**src/rtl/bdpc_pkg.sv**
```systemverilog
// Package with shared types and constants for the button debounce press classifier.
package bdpc_pkg;

	// Configuration register indexes.
	localparam int unsigned CfgIndexWidth = 2;
	localparam logic [CfgIndexWidth-1:0] REG_DEBOUNCE_MS = 2'd0;
	localparam logic [CfgIndexWidth-1:0] REG_LONG_MS     = 2'd1;

	// Configuration reset values.
	localparam logic [15:0] DEBOUNCE_MS_RESET = 16'd20;
	localparam logic [15:0] LONG_MS_RESET     = 16'd700;

	// Press event codes.
	localparam logic [1:0] EVT_NONE  = 2'd0;
	localparam logic [1:0] EVT_SHORT = 2'd1;
	localparam logic [1:0] EVT_LONG  = 2'd2;

	// Input word: one button sample.
	typedef struct packed {
		logic        raw_pressed;
		logic [31:0] now_ms;
	} in_word_t;

	// Output word: one classification result.
	typedef struct packed {
		logic [1:0] press_event;
		logic       is_down;
	} out_word_t;

endpackage

```
**src/rtl/button_debounce_press_classifier_unit.sv**
```systemverilog
// Top level of the button debounce and short/long press classifier.
// A word passes the input register, then the result register; one word per
// cycle unless out_stall holds a full result register. The input register
// feeds one pass of two subtract-and-compare paths writing result and state.
// Reset: arst_n clears all control state and the configuration returns to
// debounce 20 ms and long press 700 ms.
module button_debounce_press_classifier_unit (
	input  logic                               clk,
	input  logic                               arst_n,
	input  logic                               in_valid,
	output logic                               in_stall,
	input  bdpc_pkg::in_word_t                 in_data,
	output logic                               out_valid,
	input  logic                               out_stall,
	output bdpc_pkg::out_word_t                out_data,
	input  logic                               cfg_we,
	input  logic [bdpc_pkg::CfgIndexWidth-1:0] cfg_index,
	input  logic [15:0]                        cfg_wdata
);

	// Configuration registers.
	logic [15:0] debounce_ms_q;
	logic [15:0] long_ms_q;

	// Classifier state.
	logic        debounced_down_q;
	logic        raw_previous_q;
	logic [31:0] last_edge_time_q;
	logic [31:0] press_start_time_q;
	logic        long_emitted_q;

	// Input stage.
	logic               valid_s1;
	bdpc_pkg::in_word_t data_s1;

	// Result register.
	logic                valid_q;
	bdpc_pkg::out_word_t result_q;

	// Next-state logic.
	logic        advance;
	logic        raw_edge;
	logic [31:0] edge_time;
	logic [31:0] stable_time;
	logic [31:0] held_time;
	logic        level;
	logic        press_start;
	logic        long_fire;
	logic        release_seen;
	logic [1:0]  press_event;

	// The input stage moves on whenever the result register is free or drained.
	assign advance  = !valid_q || !out_stall;
	assign in_stall = valid_s1 && !advance;

	// Debounce: time since the last raw edge decides whether the raw level counts.
	always_comb begin
		raw_edge    = data_s1.raw_pressed != raw_previous_q;
		edge_time   = raw_edge ? data_s1.now_ms : last_edge_time_q;
		stable_time = data_s1.now_ms - edge_time;
		level       = (stable_time >= {16'd0, debounce_ms_q}) ? data_s1.raw_pressed
			: debounced_down_q;
	end

	// Press classification on the debounced level.
	always_comb begin
		held_time    = data_s1.now_ms - press_start_time_q;
		press_start  = level && !debounced_down_q;
		long_fire    = level && debounced_down_q && !long_emitted_q
			&& (held_time >= {16'd0, long_ms_q});
		release_seen = !level && debounced_down_q;
		press_event  = bdpc_pkg::EVT_NONE;
		if (long_fire) begin
			press_event = bdpc_pkg::EVT_LONG;
		end else if (release_seen && !long_emitted_q) begin
			press_event = bdpc_pkg::EVT_SHORT;
		end
	end

	// Configuration writes; unknown indexes are ignored.
	always_ff @(posedge clk or negedge arst_n) begin
		if (!arst_n) begin
			debounce_ms_q <= bdpc_pkg::DEBOUNCE_MS_RESET;
			long_ms_q     <= bdpc_pkg::LONG_MS_RESET;
		end else if (cfg_we) begin
			if (cfg_index == bdpc_pkg::REG_DEBOUNCE_MS) begin
				debounce_ms_q <= cfg_wdata;
			end else if (cfg_index == bdpc_pkg::REG_LONG_MS) begin
				long_ms_q <= cfg_wdata;
			end
		end
	end

	// Input stage valid.
	always_ff @(posedge clk or negedge arst_n) begin
		if (!arst_n) begin
			valid_s1 <= 1'b0;
		end else if (!in_stall) begin
			valid_s1 <= in_valid;
		end
	end

	// Input stage payload.
	always_ff @(posedge clk) begin
		if (in_valid && !in_stall) begin
			data_s1 <= in_data;
		end
	end

	// State and result valid update when a word leaves the input stage.
	always_ff @(posedge clk or negedge arst_n) begin
		if (!arst_n) begin
			debounced_down_q   <= 1'b0;
			raw_previous_q     <= 1'b0;
			last_edge_time_q   <= 32'd0;
			press_start_time_q <= 32'd0;
			long_emitted_q     <= 1'b0;
			valid_q            <= 1'b0;
		end else if (advance) begin
			valid_q <= valid_s1;
			if (valid_s1) begin
				raw_previous_q   <= data_s1.raw_pressed;
				last_edge_time_q <= edge_time;
				debounced_down_q <= level;
				if (press_start) begin
					press_start_time_q <= data_s1.now_ms;
					long_emitted_q     <= 1'b0;
				end else if (long_fire) begin
					long_emitted_q <= 1'b1;
				end
			end
		end
	end

	// Result payload.
	always_ff @(posedge clk) begin
		if (advance && valid_s1) begin
			result_q.press_event <= press_event;
			result_q.is_down     <= level;
		end
	end

	assign out_valid = valid_q;
	assign out_data  = result_q;

endmodule

```
**config.mk**
```make
export PLATFORM = sky130hd
export DESIGN_NAME = button_debounce_press_classifier_unit
export DESIGN_NICKNAME = d
export VERILOG_FILES = /design/src/rtl/bdpc_pkg.sv /design/src/rtl/button_debounce_press_classifier_unit.sv
export SDC_FILE = /design/constraint.sdc
export NUM_CORES = 1
export LEC_CHECK = 0
export BUFFER_PORTS_ARGS = -buffer_cell sky130_fd_sc_hd__buf_2
export CAP_MARGIN = 20
export CELL_PAD_IN_SITES_DETAIL_PLACEMENT = 1
export CELL_PAD_IN_SITES_GLOBAL_PLACEMENT = 1
export CORE_ASPECT_RATIO = 0.75
export CORE_MARGIN = 1.5
export CORE_UTILIZATION = 50
export CTS_BUF_LIST = sky130_fd_sc_hd__clkbuf_2
export DETAILED_ROUTE_END_ITERATION = 7
export PLACE_DENSITY_LB_ADDON = 0.3
export SLEW_MARGIN = 15
export SYNTH_ARGS = -nofsm -noshare
export SYNTH_HDL_FRONTEND = slang
export SYNTH_SLANG_ARGS = --single-unit
```
**constraint.sdc**
```tcl
create_clock -name clk -period 7.65 [get_ports clk]
set_input_delay 1.1475 -clock clk [delete_from_list [all_inputs] [get_ports clk]]
set_output_delay 1.1475 -clock clk [all_outputs]
set_load 0.02 [all_outputs]
```
==> reports/results.ini, run 1 <==
[outcome]
outcome=complete, no violations

[sta]
hold_viol=0
post-route-period-util_pct=77.64
finalWorstSetupSlack_ps=1710
fmax_mhz=168.4
setup_violations=0
slew_headroom_pct=40.31
tightest_slew_ps=895.3
period_minus_slack_ps=5940
tns_ps=0
finalClockSkew_ps=37.62
rsz0062_at_grt=false
drv_slew=0

[pwr]
intPower_mw=1.964
ir_worst_vdd_mv=0.1415
netSwitchingFraction_pct=46.70
power_leakage_nw=5.025
p_comb_share_pct=58.0
clkPwrFrac_pct=13.6
power.density_mw_per_mm2=329.5
power.switching_mw=1.720
seq_power_share_pct=28.4

[worst_setup_path]
cp-startpoint=data_s1[32]$_DFFE_PP_
r2r_start=data_s1[32]$_DFFE_PP_
cp_top_family=simple AND/OR/NAND/NOR gates
cp_cell_sequence=xnor2_4 -> buf_4 -> o21ai_0 -> ha_1 -> inv_1 -> a211oi_1 -> o32a_1 -> a21o_4 -> o21ai_4 -> inv_1 -> o21ai_0 -> xnor2_1 -> ha_1 -> nand4_1 -> nor2_1 -> o21ai_0 -> o211ai_1 -> nor4b_1 -> nand3_1 -> nor4_2 -> and4_4 -> or3_4 -> mux2_4
reg2regPathDepth=23
worst_ep_required_time_ps=8350
critPathMaxStageDelay_ps=730
critPathSlowestCell=edfxtp_1
crit_buf_inv=3
startpoint_type=flip-flop
end_kind=flip-flop
setup.worst_path.class=reg2reg
r2r_slack_ps=1710
worstPathMaxFanout=32
r2r_end=press_start_time_q[23]$_DFFE_PN0P_
cpMostUsedCell=o21ai_0
critPathArrivalTime_ps=6640

[clock_tree]
cts_max_level=4
worstSkewPairLatency_ps=800
hold_buffers=0
root_buffer=clkbuf_2
cts_setup_buffers=0
clockBufferDepth=2
numCtsBuffers=17
clkTransAtPathRegs_ps=270
cts.repair.resized=0
tritoncts=done
clock_sinks=137

[cells_and_area]
layout.nets=1315
n_fill_cell=2414
final_cell_mix=112 x nand2_1, 97 x inv_1, 93 x dfrtp_1
area_growth_pct=7.612
final_common_cell=nand2_1
drive_gt1_share_pct=15.33
finalNonFillerCells=1470
final_area_mm2=0.01118

[placement]
post_dp_cell_area_mm2=0.01089
place_inst=1436
pre_cts_slack_ps=1788
gp_congestion=0.9366
io_buffer_count=60
hpwl_um=24840

[die]
core_mm2=0.02033
ios=61
die_y_um=127.8
dieArea_mm2=0.02166
die_x_um=169.4
fp-row-count=45
start_util_pct=51.11

[logic_synthesis]
netlist_area_mm2=0.01039
yosysSeqAreaShare_pct=34.83
synth-edff-count=36
synth-seq-cells=137
avgSynthCellArea_um2=9.226
async_reset_ff_share_pct=73.72
synth_cell_types=92
synth-main-ff-cell=dfrtp_1
yosysWarnings=0
syn_nets=1267
synthCells=1126

[global_route]
grt_pass1_wl_um=50630
grt_max_degree=79
grt_pass1_vias=9133
antenna_found_initial=1
grt_usage_pct=30.48
grt.overflow.total=0

[route]
wl_per_cell_um=21.46
drc=0
drt_iter0_drc=592
vias=8932
drt-total-wl_um=31550
vias_per_cell=6.076
dr.pass1.iters=6
ant_nets=0

[hold_path]
min_path_type=in2async

[run]
drv_cap=0

-- worst max-delay path by stage --
stage	end	slack, ps	cells after the start
finish	press_start_time_q[23]$_DFFE_PN0P_	1710	23
global route	press_start_time_q[15]$_DFFE_PN0P_	1270	24
CTS	press_start_time_q[18]$_DFFE_PN0P_	1710	23
detailed placement	press_start_time_q[0]$_DFFE_PN0P_	1790	23
global placement	press_start_time_q[0]$_DFFE_PN0P_	1940	23
floorplan	press_start_time_q[11]$_DFFE_PN0P_	2340	25
-- final cells by class --
cell class	instances	area [µm²]	area share (%)
repair buffers	66	360.3	3.223
clock buffers	17	85.08	0.7611
clock inverters	15	178.9	1.600
flip-flops and latches	137	3618	32.37
inverters	97	364.1	3.257
diodes	1	2.502	0.02238
multi-input cells	855	6217	55.61
well taps	282	352.8	3.156
-- flip-flops by register name (all words and copies together), names as in the netlist --
| name | count |
|---|---|
| debounced_down_q | 1 |
| out_valid | 1 |
| valid_s1 | 1 |
| out_data | 3 |
| last_edge_time_q | 32 |
| data_s1 | 33 |
| press_start_time_q | 32 |
| long_ms_q | 16 |
| raw_previous_q | 1 |
| long_emitted_q | 1 |
| debounce_ms_q | 16 |
-- logic make-up (layout without fill, tap and decap cells) --
kind of cell / Yosys count / count (layout) / synth area share, %
other cells: 0 / 1 / 0
flops: 137 / 137 / 34.83
fa+ha+maj: 93 / 93 / 11.10
mux: 80 / 80 / 9.165
xor+xnor: 47 / 47 / 4.143
simple gates: 330 / 330 / 16.22
compound gates: 305 / 305 / 18.97
buf+inv: 134 / 195 / 5.564
-- worst register-to-register path, stage by stage (launching register included) --
cell and delay, ps:
edfxtp_1 730, xnor2_4 160, buf_4 310, o21ai_0 170, ha_1 220, inv_1 150, a211oi_1 130, o32a_1 390
a21o_4 270, o21ai_4 230, inv_1 70, o21ai_0 230, xnor2_1 160, ha_1 260, nand4_1 90, nor2_1 50
o21ai_0 130, o211ai_1 140, nor4b_1 310, nand3_1 130, nor4_2 290, and4_4 320, or3_4 550, mux2_4 370
-- Yosys cell counts, drive strengths merged, types with 6 or more instances --
master,number,area share [%]
a2111oi,6,0.51
a211oi,6,0.53
a21boi,8,0.61
a21o,20,1.5
a21oi,85,4.3
a31oi,11,0.66
and4,8,0.70
buf,10,1.1
clkbuf,27,0.98
dfrtp,93,22
dfstp,8,2.0
edfxtp,36,10
ha,84,10
inv,97,3.5
maj3,8,0.79
mux2,49,6.2
mux2i,31,3.0
nand2,112,4.0
nand2b,22,1.3
nand3,24,1.2
nand4,16,0.96
nor2,58,2.1
nor2b,21,1.3
nor3,20,0.96
nor4,10,0.72
o2111ai,8,0.67
o211ai,7,0.51
o21a,10,0.72
o21ai,92,4.6
o21bai,7,0.51
o22ai,6,0.36
or4,8,0.58
xnor2,33,3.0
xor2,14,1.2
-- routing by layer --
metal,track usage [%],up-vias,routed length (µm),part of all wire [%]
met5,0,-,0,0
met4,7.704,0,519,1.6
met3,5.403,45,1706,5.4
met2,46.70,233,13610,43
met1,44.60,4475,15710,50
li1,-,4179,-,-
-- metrics by stage --
step | power (mW) | hold slack [ps] | util [%]
6_report | 3.684 | 187.5 | 55.00
5_1_grt | 3.967 | 151.4 | 55.00
4_1_cts | 3.665 | 163.3 | 54.89
3_5_place_dp | 3.148 | 472.5 | 53.59
3_3_place_gp | 3.058 | 461.2 | 53.59
2_1_floorplan | 2.598 | 445.6 | -
-- power by group through the flow --
stage                     combinational [mW]  sequential (mW)  clock [mW]
after floorplan                         1.59             1.01           0
after global placement                  2.01             1.04           0
after detailed placement                2.09             1.06           0
after CTS                               2.11             1.04       0.509
after global routing                    2.37             1.07       0.534
final                                   2.14             1.05       0.500
Power figures use the tool's default switching activity.
==> run 2, diff against run 1 <==
==> constraint.sdc (replaced) <==
create_clock -name clk -period 5.8 [get_ports clk]
set_input_delay 0.87 -clock clk [delete_from_list [all_inputs] [get_ports clk]]
set_output_delay 0.87 -clock clk [all_outputs]
set_load 0.02 [all_outputs]
==> run 2 against run 1 <==
Via count grew 0.96%. Count of clock-buffer cells in the layout grew 3. Non-clock buffer count grew 8. Setup slack lost 1500 ps. First-iteration DRC count grew 8.1%. Clock power grew 31%. Combinational power grew 34%. Total power grew 33%. Worst hold slack lost 140 ps. Clock skew grew 19 ps. Utilization grew 0.31 points. Final cell count grew 0.61%.
==> reports/results.ini, run 2 (synthesized netlist as in run 1, its figures left out) <==
[sta]
fmax_mhz=179.9
period_minus_slack_ps=5560
setup_violations=0
hold_viol=0
tightest_slew_ps=952.1
drv_slew=0
finalClockSkew_ps=56.79
tns_ps=0
slew_headroom_pct=36.52
rsz0062_at_grt=false
post-route-period-util_pct=95.86

[worst_setup_path]
worst_ep_required_time_ps=6440
startpoint_type=flip-flop
critPathArrivalTime_ps=6200
r2r_start=data_s1[32]$_DFFE_PP_
end_kind=flip-flop
worstPathMaxFanout=16
r2r_end=press_start_time_q[21]$_DFFE_PN0P_
setup.worst_path.class=reg2reg
reg2regPathDepth=16
r2r_slack_ps=240

[cells_and_area]
final_util_pct=55.31
regMostFlops=data_s1
area_growth_pct=8.214
layout.nets=1324
top_regs=data_s1 x33, last_edge_time_q x32, press_start_time_q x32
largest_register_ffs=33
final_common_cell=nand2_1
regArea_mm2=0.003618
final_area_mm2=0.01124
multiInputGateArea_mm2=0.006228
final_cell_mix=112 x nand2_1, 97 x inv_1, 93 x dfrtp_1
n_fill_cell=2403
drive_gt1_share_pct=15.97

[global_route]
grt_usage_pct=30.42
grt_pass1_vias=9081
antenna_found_initial=1
grt_max_degree=58
grt_pass1_wl_um=50430
grt.overflow.total=0

[clock_tree]
clockBufferDepth=2
clkTransAtPathRegs_ps=260
numCtsBuffers=17
worstSkewPairLatency_ps=770
hold_buffers=0
root_buffer=clkbuf_2
cts_max_level=4
clock_sinks=137
tritoncts=done

[die]
start_util_pct=51.11
fp-row-count=45
ios=61
die_y_um=127.8
dieArea_mm2=0.02166
core_mm2=0.02033
die_x_um=169.4

[route]
ant_nets=0
top_layer=met4
vias_per_cell=6.097
dr.pass1.iters=7
drt-total-wl_um=32400
wl_per_cell_um=21.91
drc=0
dr_wl_met2_um=14030
drt_iter0_drc=640
wl_met3_um=2022
met1Wirelength_um=16070
vias=9018

[run]
drv_cap=0

[placement]
io_buffer_count=60
post_dp_cell_area_mm2=0.01095
hpwl_um=25740
gp_congestion=0.9628

[pwr]
power_leakage_nw=5.060
power.density_mw_per_mm2=436.1
ir_worst_vdd_mv=0.1762

[outcome]
outcome=complete, no violations

[hold_path]
min_path_type=in2async

-- run 2: changes by cell type in the layout (fill, tap and decap cells not counted), sizes merged --
cell / change
buf: +8
or3: +1
bufinv: +1
clkbuf: +3
clkinv: +4
inv: -8
-- run 2: routing by layer --
metal | GRT usage, % | vias to the layer above
li1 | - | 4199
met2 | 46.04 | 252
met5 | 0 | -
met1 | 45.46 | 4544
met3 | 5.959 | 23
met4 | 5.310 | 0
-- run 2: worst max-delay path by stage --
stage	endpoint	startpoint	slack, ps	cells past startpoint
final	press_start_time_q[21]$_DFFE_PN0P_	data_s1[32]$_DFFE_PP_	240	16
after detailed placement	press_start_time_q[1]$_DFFE_PN0P_	data_s1[32]$_DFFE_PP_	240	22
after global routing	press_start_time_q[21]$_DFFE_PN0P_	data_s1[32]$_DFFE_PP_	10	16
after floorplan	press_start_time_q[11]$_DFFE_PN0P_	data_s1[32]$_DFFE_PP_	490	25
after global placement	press_start_time_q[0]$_DFFE_PN0P_	data_s1[32]$_DFFE_PP_	400	23
after CTS	press_start_time_q[21]$_DFFE_PN0P_	data_s1[32]$_DFFE_PP_	220	22
-- run 2: power by group --
group	internal, mW	switching, mW	total, mW
combinational	1.18	1.68	2.86
sequential	1.21	0.178	1.39
clock	0.253	0.402	0.655
-- run 2: cell type report --
class                      instances  share of cell area (%)
inverter                          97                   3.239
sequential                       137                   32.19
antenna                            1                 0.02226
clock inverter                    12                   1.491
timing repair buffer              74                   3.628
tap                              282                   3.139
clock buffer                      20                  0.8904
multi-input combinational        856                   55.40
-- run 2: worst max-delay path, cell delays in order (launching register included) --
cell       delay (ps)
edfxtp_1          540
buf_4             200
xor2_4            260
buf_4             340
mux2i_1           350
ha_1              380
a21oi_1           270
o21ai_1           260
a21boi_2          380
o21bai_1          160
a221o_1           370
a2111oi_0         490
nand3_1           180
nor4_2            210
and4_4            340
or3_4             360
mux2_4            340
-- run 2: repair_timing --
| item | 4_1_cts | 5_1_grt |
|---|---|---|
| endpoints found under the hold margin | 0 | 0 |
| setup buffers | 0 | 1 |
| endpoints found under the setup margin | 0 | 32 |
| resized for setup | 0 | 1 |
-- run 2: stage by stage --
step | power, mW | worst slack, ps | cells | hold slack (ps)
after detailed placement | 4.196 | 242.5 | 1444 | 474.6
final | 4.902 | 240.2 | 1479 | 47.66
after global placement | 4.056 | 401.8 | 1444 | 462.8
after global routing | 5.257 | 13.44 | 1479 | 20.65
after floorplan | 3.427 | 486.7 | 1126 | 445.6
after CTS | 4.862 | 221.4 | 1476 | 39.36
